File: config.mk
export PLATFORM = sky130hd
export DESIGN_NAME = sorted_list_insert_remove_core_flat
export DESIGN_NICKNAME = d
export VERILOG_FILES = /design/src/rtl/slri_pkg.sv /design/src/rtl/slri_req_if.sv /design/src/rtl/slri_rsp_if.sv /design/src/rtl/sorted_list_insert_remove_core.sv /design/src/flat_wrapper.sv
export SDC_FILE = /design/constraint.sdc
export NUM_CORES = 1
export LEC_CHECK = 0
export BUFFER_PORTS_ARGS = -buffer_cell sky130_fd_sc_hd__buf_2
export CELL_PAD_IN_SITES_DETAIL_PLACEMENT = 0
export CELL_PAD_IN_SITES_GLOBAL_PLACEMENT = 1
export CORE_ASPECT_RATIO = 0.75
export CORE_UTILIZATION = 45
export CTS_BUF_LIST = sky130_fd_sc_hd__clkbuf_8
export CTS_CLUSTER_DIAMETER = 200
export DETAILED_ROUTE_END_ITERATION = 16
export MAX_ROUTING_LAYER = met4
export PLACE_DENSITY = 0.78
export SETUP_SLACK_MARGIN = 0.1
export SLEW_MARGIN = 20
export SYNTH_ARGS = -nofsm -noshare
export SYNTH_HDL_FRONTEND = slang
export SYNTH_SLANG_ARGS = --single-unit
File: constraint.sdc
create_clock -name i_clk -period 5.5 [get_ports i_clk]
set_clock_uncertainty 0.15 [all_clocks]
set_input_delay 0.55 -clock i_clk [delete_from_list [all_inputs] [get_ports i_clk]]
set_output_delay 0.55 -clock i_clk [all_outputs]
set_load 0.005 [all_outputs]
File: src/rtl/slri_pkg.sv
// Package for the sorted list insert/remove core.
// Holds the request codes and the fixed field widths; no dependencies.
package slri_pkg;

    localparam int unsigned ENTRY_W     = 32;
    localparam int unsigned COUNT_OUT_W = 5;

    // Request kind carried by each input item.
    typedef enum logic {
        OP_INSERT = 1'b0,
        OP_REMOVE = 1'b1
    } t_op;

endpackage

File: src/rtl/slri_req_if.sv
// Request channel of the sorted list core: valid/ready plus the request payload.
// Depends on slri_pkg.
interface slri_req_if;
    import slri_pkg::*;

    logic                      valid;
    logic                      ready;
    t_op                       operation;
    logic signed [ENTRY_W-1:0] value;

    modport source (output valid, output operation, output value, input ready);
    modport sink   (input valid, input operation, input value, output ready);
endinterface

File: src/rtl/slri_rsp_if.sv
// Result channel of the sorted list core: valid/ready plus the result payload.
// Depends on slri_pkg.
interface slri_rsp_if;
    import slri_pkg::*;

    logic                      valid;
    logic                      ready;
    logic                      ok;
    logic [COUNT_OUT_W-1:0]    entry_count;
    logic                      is_empty;
    logic                      is_full;
    logic signed [ENTRY_W-1:0] largest;

    modport source (output valid, output ok, output entry_count, output is_empty,
                    output is_full, output largest, input ready);
    modport sink   (input valid, input ok, input entry_count, input is_empty,
                    input is_full, input largest, output ready);
endinterface

File: src/rtl/sorted_list_insert_remove_core.sv
// Sorted list insert/remove core: top level with the entry memory and its sequencer.
// Depends on slri_pkg, slri_req_if and slri_rsp_if.
//
//   Channel  Dir  Payload                                          Handshake
//   i_req    in   operation, value                                 valid/ready
//   o_rsp    out  ok, entry_count, is_empty, is_full, largest      valid/ready
//
// One request at a time: i_req.ready is high only when idle, the cycle after a result is taken.
// The memory read is registered, so every entry read or moved takes an ISSUE and an EVAL state.
// An insert moves each larger entry up one place; a full list refuses it without a walk. A
// remove reads entries upward until it passes the value or reaches the end, moving the tail
// down over the first equal entry. Every request then fetches the largest entry to report.
// Reset empties the list; the memory is not cleared.
module sorted_list_insert_remove_core #(
    parameter int unsigned CAPACITY = 16
) (
    input  logic              i_clk,
    input  logic              i_rst_n,
    slri_req_if.sink          i_req,
    slri_rsp_if.source        o_rsp
);
    import slri_pkg::*;

    // Index width addresses the memory; count width also holds CAPACITY itself.
    localparam int unsigned IW = (CAPACITY > 1) ? $clog2(CAPACITY) : 1;
    localparam int unsigned CW = $clog2(CAPACITY + 1);

    // Sequencer states. ISSUE drives a memory address, EVAL sees the read data
    // and uses the shared comparator, TOP_RD/TOP_EV fetch the largest entry.
    typedef enum logic [5:0] {
        S_IDLE   = 6'b000001,
        S_ISSUE  = 6'b000010,
        S_EVAL   = 6'b000100,
        S_TOP_RD = 6'b001000,
        S_TOP_EV = 6'b010000,
        S_OUT    = 6'b100000
    } t_state;

    t_state                     r_state, n_state;
    logic [CW-1:0]              r_count, n_count;
    logic [CW-1:0]              r_idx,   n_idx;
    t_op                        r_op;
    logic signed [ENTRY_W-1:0]  r_value;
    logic                       r_shift, n_shift;
    logic                       r_ok,    n_ok;
    logic signed [ENTRY_W-1:0]  r_largest, n_largest;

    // Entry memory, written at one address and read at one address per cycle.
    logic [ENTRY_W-1:0]         r_mem [CAPACITY];
    logic [ENTRY_W-1:0]         r_rd_data;

    logic                       w_accept;
    logic                       w_we;
    logic [IW-1:0]              w_wr_addr;
    logic [ENTRY_W-1:0]         w_wr_data;
    logic [IW-1:0]              w_rd_addr;
    logic [CW-1:0]              w_idx_dec;
    logic [CW-1:0]              w_count_dec;
    logic                       w_lt;
    logic                       w_eq;

    assign w_accept    = i_req.valid && i_req.ready;
    assign w_idx_dec   = r_idx - 1'b1;
    assign w_count_dec = r_count - 1'b1;

    // The one shared comparator: signed less-than plus equality against the request.
    assign w_lt = $signed(r_rd_data) < r_value;
    assign w_eq = r_rd_data == r_value;

    // Inserts walk down from the top, so they read one below the hole; removes
    // walk up and read at the index. The largest entry sits at count - 1.
    always_comb begin
        if (r_state == S_TOP_RD) begin
            w_rd_addr = w_count_dec[IW-1:0];
        end else if (r_op == OP_INSERT) begin
            w_rd_addr = w_idx_dec[IW-1:0];
        end else begin
            w_rd_addr = r_idx[IW-1:0];
        end
    end

    always_ff @(posedge i_clk) begin
        if (w_we) begin
            r_mem[w_wr_addr] <= w_wr_data;
        end
        r_rd_data <= r_mem[w_rd_addr];
    end

    always_comb begin
        n_state   = r_state;
        n_count   = r_count;
        n_idx     = r_idx;
        n_shift   = r_shift;
        n_ok      = r_ok;
        n_largest = r_largest;
        w_we      = 1'b0;
        w_wr_addr = r_idx[IW-1:0];
        w_wr_data = r_value;

        unique case (r_state)
            S_IDLE: begin
                if (w_accept) begin
                    n_ok    = 1'b0;
                    n_shift = 1'b0;
                    if (i_req.operation == OP_INSERT) begin
                        n_idx = r_count;
                        // A full list refuses the insert and goes straight to fetching the largest entry.
                        n_state = (r_count == CW'(CAPACITY)) ? S_TOP_RD : S_ISSUE;
                    end else begin
                        n_idx   = '0;
                        n_state = S_ISSUE;
                    end
                end
            end

            S_ISSUE: begin
                if (r_op == OP_INSERT) begin
                    if (r_idx == '0) begin
                        // Every held entry was larger: the value goes to the bottom.
                        w_we    = 1'b1;
                        n_count = r_count + 1'b1;
                        n_ok    = 1'b1;
                        n_state = S_TOP_RD;
                    end else begin
                        n_state = S_EVAL;
                    end
                end else if (r_idx == r_count) begin
                    if (r_shift) begin
                        // Tail has been moved down over the removed entry.
                        n_count = w_count_dec;
                        n_ok    = 1'b1;
                    end
                    n_state = S_TOP_RD;
                end else begin
                    n_state = S_EVAL;
                end
            end

            S_EVAL: begin
                if (r_op == OP_INSERT) begin
                    w_we = 1'b1;
                    if (!w_lt && !w_eq) begin
                        // Larger entry moves up into the hole; the hole moves down.
                        w_wr_data = r_rd_data;
                        n_idx     = w_idx_dec;
                        n_state   = S_ISSUE;
                    end else begin
                        // Equal entries stay below the new value.
                        n_count = r_count + 1'b1;
                        n_ok    = 1'b1;
                        n_state = S_TOP_RD;
                    end
                end else if (r_shift) begin
                    w_we      = 1'b1;
                    w_wr_addr = w_idx_dec[IW-1:0];
                    w_wr_data = r_rd_data;
                    n_idx     = r_idx + 1'b1;
                    n_state   = S_ISSUE;
                end else if (w_lt) begin
                    n_idx   = r_idx + 1'b1;
                    n_state = S_ISSUE;
                end else if (w_eq) begin
                    // First equal entry found; start moving the entries above it down over it.
                    n_idx   = r_idx + 1'b1;
                    n_shift = 1'b1;
                    n_state = S_ISSUE;
                end else begin
                    // Passed the place the value would be: it is not held.
                    n_state = S_TOP_RD;
                end
            end

            S_TOP_RD: begin
                if (r_count == '0) begin
                    n_largest = '0;
                    n_state   = S_OUT;
                end else begin
                    n_state = S_TOP_EV;
                end
            end

            S_TOP_EV: begin
                n_largest = $signed(r_rd_data);
                n_state   = S_OUT;
            end

            S_OUT: begin
                if (o_rsp.ready) begin
                    n_state = S_IDLE;
                end
            end

            default: begin
                n_state = S_IDLE;
            end
        endcase
    end

    always_ff @(posedge i_clk) begin
        if (!i_rst_n) begin
            r_state <= S_IDLE;
            r_count <= '0;
            r_idx   <= '0;
            r_shift <= 1'b0;
            r_op    <= OP_INSERT;
        end else begin
            r_state <= n_state;
            r_count <= n_count;
            r_idx   <= n_idx;
            r_shift <= n_shift;
            if (w_accept) begin
                r_op <= i_req.operation;
            end
        end
    end

    // Payload registers carry no reset.
    always_ff @(posedge i_clk) begin
        if (w_accept) begin
            r_value <= i_req.value;
        end
        r_ok      <= n_ok;
        r_largest <= n_largest;
    end

    assign i_req.ready       = (r_state == S_IDLE);
    assign o_rsp.valid       = (r_state == S_OUT);
    assign o_rsp.ok          = r_ok;
    assign o_rsp.entry_count = COUNT_OUT_W'(r_count);
    assign o_rsp.is_empty    = (r_count == '0);
    assign o_rsp.is_full     = (r_count == CW'(CAPACITY));
    assign o_rsp.largest     = r_largest;

`ifndef ASSERT_OFF
    // The count can never pass the capacity.
    a_count_bound: assert property (@(posedge i_clk) disable iff (!i_rst_n)
        r_count <= CW'(CAPACITY))
        else $error("entry count exceeds capacity");

    // The memory is only written while a request is being worked on.
    a_no_idle_write: assert property (@(posedge i_clk) disable iff (!i_rst_n)
        (r_state == S_IDLE || r_state == S_OUT || r_state == S_TOP_EV) |-> !w_we)
        else $error("entry memory written outside request processing");

    // A new request is never taken while a result is offered.
    a_one_at_a_time: assert property (@(posedge i_clk) disable iff (!i_rst_n)
        !(i_req.ready && o_rsp.valid))
        else $error("request accepted while a result is pending");

    // A successful request changes the count by exactly one; this check only looks for a change.
    a_ok_step: assert property (@(posedge i_clk) disable iff (!i_rst_n)
        $rose(o_rsp.valid) && o_rsp.ok |->
            (r_count != $past(r_count, 1) || r_count != $past(r_count, 2)
             || r_count != $past(r_count, 3)))
        else $error("successful request left the count unchanged");

    // An empty list reports a largest entry of zero.
    a_empty_largest: assert property (@(posedge i_clk) disable iff (!i_rst_n)
        o_rsp.valid && o_rsp.is_empty |-> o_rsp.largest == '0)
        else $error("empty list reports a nonzero largest entry");
`endif

endmodule

File: src/flat_wrapper.sv
// flat-port wrapper written by rule: the top's interface ports become plain ports
module sorted_list_insert_remove_core_flat import slri_pkg::*;
#(
    parameter int unsigned CAPACITY = 16
)
  (i_clk, i_rst_n, i_req_valid, i_req_operation, i_req_value, i_req_ready, o_rsp_valid, o_rsp_ok, o_rsp_entry_count, o_rsp_is_empty, o_rsp_is_full, o_rsp_largest, o_rsp_ready);
  slri_req_if i_req_i ();
  slri_rsp_if o_rsp_i ();
  input  logic i_clk;
  input  logic i_rst_n;
  input wire logic [$bits(i_req_i.valid)-1:0] i_req_valid;
  input wire logic [$bits(i_req_i.operation)-1:0] i_req_operation;
  input wire logic [$bits(i_req_i.value)-1:0] i_req_value;
  output wire logic [$bits(i_req_i.ready)-1:0] i_req_ready;
  output wire logic [$bits(o_rsp_i.valid)-1:0] o_rsp_valid;
  output wire logic [$bits(o_rsp_i.ok)-1:0] o_rsp_ok;
  output wire logic [$bits(o_rsp_i.entry_count)-1:0] o_rsp_entry_count;
  output wire logic [$bits(o_rsp_i.is_empty)-1:0] o_rsp_is_empty;
  output wire logic [$bits(o_rsp_i.is_full)-1:0] o_rsp_is_full;
  output wire logic [$bits(o_rsp_i.largest)-1:0] o_rsp_largest;
  input wire logic [$bits(o_rsp_i.ready)-1:0] o_rsp_ready;
  assign i_req_i.valid = i_req_valid;
  assign i_req_i.operation = i_req_operation;
  assign i_req_i.value = i_req_value;
  assign i_req_ready = i_req_i.ready;
  assign o_rsp_valid = o_rsp_i.valid;
  assign o_rsp_ok = o_rsp_i.ok;
  assign o_rsp_entry_count = o_rsp_i.entry_count;
  assign o_rsp_is_empty = o_rsp_i.is_empty;
  assign o_rsp_is_full = o_rsp_i.is_full;
  assign o_rsp_largest = o_rsp_i.largest;
  assign o_rsp_i.ready = o_rsp_ready;
  sorted_list_insert_remove_core #(.CAPACITY(CAPACITY)) u_core (.i_clk(i_clk), .i_rst_n(i_rst_n), .i_req(i_req_i), .o_rsp(o_rsp_i));
endmodule
==> summary.md <==
| Metric | Value |
|---|---|
| Met3 wire len | 3960 microns |
| CP Class | reg -> reg |
| Clock latency on the worst-skew pair | 720 ps |
| Worst Hold End | u_core.r_op |
| Via count | 16200 |
| Status | finished, final reports clean |
| FF-to-FF Start | u_core.r_value[31] |
| Asr flop ratio synth | 0% |
| Relative slew slack | between 30% and 40% |
| Chip width | 279 microns |
| Total negative setup slack | 0 ps |
| Seq/Total Area, Yosys | 71.0% |
| Lkg Pwr | 10.1 nW |
| Slew Viols, Final | 0 |
| Rows | 75 |
| Tcrit/Tclk final | between 70% and 80% |
| Reg-to-Reg End | u_core.r_mem[11][14] |
| Yosys cell types | 67 |
| Hold Vio Cnt, Final | 0 |
| Initial antenna violation count | 1 |
| Critical path required time | about 5700 ps |
| Total track usage | 22.6% |
| Critical path peak fanout | 16 |
| Worst vdd ir | 0.000225 V |
| Die ar. | 58300 sq um |
| Syn Inst Count | approximately 1900 |
| Worst-path clk slew | 70 ps |
| Ys flop type | edfxtp_1 |
| Worst hold path class | in -> reg |
| # DRC | 0 |
| Cts bufs inserted | 94 |
| WL met2 | 28800 microns |
| Min-Delay Path Depth | 4 |
| CTS max path bufs | 3 |
| Final antenna-violating net count | 0 |
| RSZ-0062 raised after global routing | no |
| CTS root buf | clkbuf_8 |
| Post-Layout Cell Count | 2824 |
| Layout cells sized above 1 | 13.2% |
| Avg Cell Area, Syn | 13.7 sq um |
| Vias in the first global route | 15600 |
| First DRT Iteration DRCs | between 1500 and 2000 |
| Placed Cells | 2611 |
| Post-Route M1 WL | 29300 microns |
| Startpoint types | flip-flop |
| CP arrival | between 4000 and 5000 ps |
| Global-route wire length before repair | 96300 microns |
| Number of max-cap violations | 0 |
| Ant diodes | 0 |
| Syn nets | 1958 |
| DRT Pass-1 Iters | 6 |
| Final Util | 52.2% |
| Mapped Area | 25800 sq um |
| Number of enable flip-flop cells after synthesis | 577 |
| Nets | 2087 |
| Hold wc startpoint | i_req_valid |
| Vias per std cell | between 5 and 6 |
| Htree depth | 3 |
| CP Capture Type | flip-flop |
| Worst R2R Setup Slack | 1470 ps |
| Largest net degree at the start of global routing | 101 |
| Initial core utilization | 45.9% |
| Placeable Area | roughly 56000 sq um |
| Io pins | between 70 and 80 |
| Grt total ovfl | 0 |
| Register area | 18300 sq um |
| Number of synthesized register bits | 627 |
| Height of the die | 209 microns |
| CTS tree | built |
| Routability-driven placement congestion ratio | 0.832 |
| Port bufs | 78 |
| Post-DP HPWL | 34900 microns |
| Number of fillers in the final layout | 4681 |
| PostCTS Resize Cnt | 0 |
| Pwr dens | 477 nW/um^2 |
| Fmax | 0.248 GHz |
| Clock sink count | about 630 |
| Min Tclk post-route | 4030 ps |
| Setup violators final | 0 |
| PnR Total Power | 0.0140 W |
| Area of the multi-input gates | around 7000 sq um |
| Syn-to-layout area delta | 13.7% |
| Least-Margin Pin Slew | 1030 ps |
| R2r worst-path depth | 9 |
| Ys Warns | 0 |
| Top sig layer | met4 |
| Routed wire length per instance | roughly 23 microns |
| Total Wirelength | between 60000 and 70000 microns |
-- how the worst max path moves through the flow --
stage	from	slack [ps]	cells after the start	to
2_1_floorplan	u_core.r_idx[0]	1800	10	u_core.r_mem[0][0]
3_3_place_gp	u_core.r_value[31]	1610	9	u_core.r_mem[13][14]
3_5_place_dp	u_core.r_value[31]	1530	9	u_core.r_mem[12][14]
4_1_cts	u_core.r_value[31]	1560	9	u_core.r_mem[13][14]
5_1_grt	u_core.r_value[31]	1360	9	u_core.r_mem[11][14]
6_report	u_core.r_value[31]	1470	9	u_core.r_mem[11][14]
-- power breakdown --
| part | internal (W) | switching (W) |
|---|---|---|
| registers | 0.00576 | 0.000227 |
| logic | 0.00147 | 0.00296 |
| clock network | 0.00175 | 0.00182 |
-- registers in the layout, summed over array words and instances (netlist names), 5 cells and up --
signal,flops
u_core.r_state,6
u_core.r_idx,5
u_core.r_rd_data,32
u_core.r_value,32
u_core.o_rsp.largest,32
u_core.o_rsp.entry_count,5
u_core.r_mem,512
-- kinds of logic after synthesis --
family / synth area share [%]
multiplexers: 1.52
AND/OR/NAND/NOR: 10.7
flip-flops: 71.0
AO/OA/AOI/OAI: 11.8
buffers and inverters: 2.60
XOR/XNOR: 0.543
adder cells (fa/ha/maj): 1.84
-- timing repair --
item,4_1_cts,5_1_grt
buffers inserted,0,0
setup endpoints to repair,0,0
hold buffers,36,0
hold endpoints to repair,38,0
-- placed cells by master (no fill, tap or decap), types with 3 or more instances in the layout --
master / netlist / routed
xnor2_1: 11 / 11
xor2_1: 5 / 5
clkbuf_8: 0 / 103
mux2_1: 30 / 30
buf_2: 14 / 78
dlygate4sd3_1: 0 / 36
o21ai_4: 0 / 3
nand2_1: 283 / 283
and2_0: 88 / 88
nand4_1: 5 / 5
nor2b_1: 3 / 3
a31oi_1: 69 / 69
clkinv_1: 2 / 12
a21oi_1: 90 / 89
buf_12: 0 / 8
clkinv_2: 0 / 8
nand2b_1: 9 / 9
buf_4: 0 / 35
inv_1: 42 / 91
and3_1: 3 / 3
or3_1: 4 / 4
nor2_1: 46 / 30
ha_1: 38 / 38
edfxtp_1: 577 / 577
a211o_1: 4 / 4
a211oi_1: 165 / 165
a311oi_1: 65 / 65
nor2_4: 0 / 16
nand3_1: 10 / 10
and2_1: 72 / 72
nor3_1: 16 / 16
inv_12: 0 / 3
o21ai_0: 16 / 15
dfxtp_1: 50 / 50
-- critical path, cell delays in order, from the launching register on --
cell	delay [ps]
edfxtp_1	340
inv_1	40
ha_1	490
nand4_4	210
nor4_4	820
nand3_4	210
o21ai_0	470
nor4_4	60
buf_4	270
mux2_1	580
-- cells in the mapped netlist (all sizes together), types with 3 or more instances --
library cell	number	area, sq um
or3	4	25.0
and3	3	18.8
ha	38	475
clkbuf	102	383
nor4	4	46.3
and4	3	27.5
a31oi	69	432
buf	22	123
xnor2	11	96.3
nor2	46	173
a21boi	3	26.3
a211o	5	45.0
edfxtp	577	17300
o21ai	19	95.1
inv	42	158
xor2	5	43.8
a211oi	165	1240
mux2	33	372
a21oi	90	450
nor3	17	90.1
dfxtp	50	1000
nor2b	3	18.8
nand2	283	1060
nand2b	9	56.3
a311oi	65	569
or2	3	21.3
and2	160	1000
nand3	11	67.6
nand4	8	86.3
-- per-stage QoR --
stage	worst slack (ps)	instance area, sq um	hold slack, ps
after floorplan	1800	25800	351
after global placement	1610	27200	408
after detailed placement	1530	27200	413
after CTS	1560	29400	104
after global routing	1360	29400	158
final	1470	29400	148
-- metal layers --
layer,GRT usage [%],up-vias
li1,-,7438
met1,32.0,8122
met2,33.5,565
met3,3.85,113
met4,7.03,0
met5,-,-
-- final cells by class --
cell class	instances	area share (%)
flip-flops and latches	627	62.4
multi-input cells	1088	23.9
clock buffers	103	4.83
repair buffers	157	4.00
well taps	731	3.11
clock inverters	74	1.21
inverters	44	0.567
(Power assumes the default switching activity.)
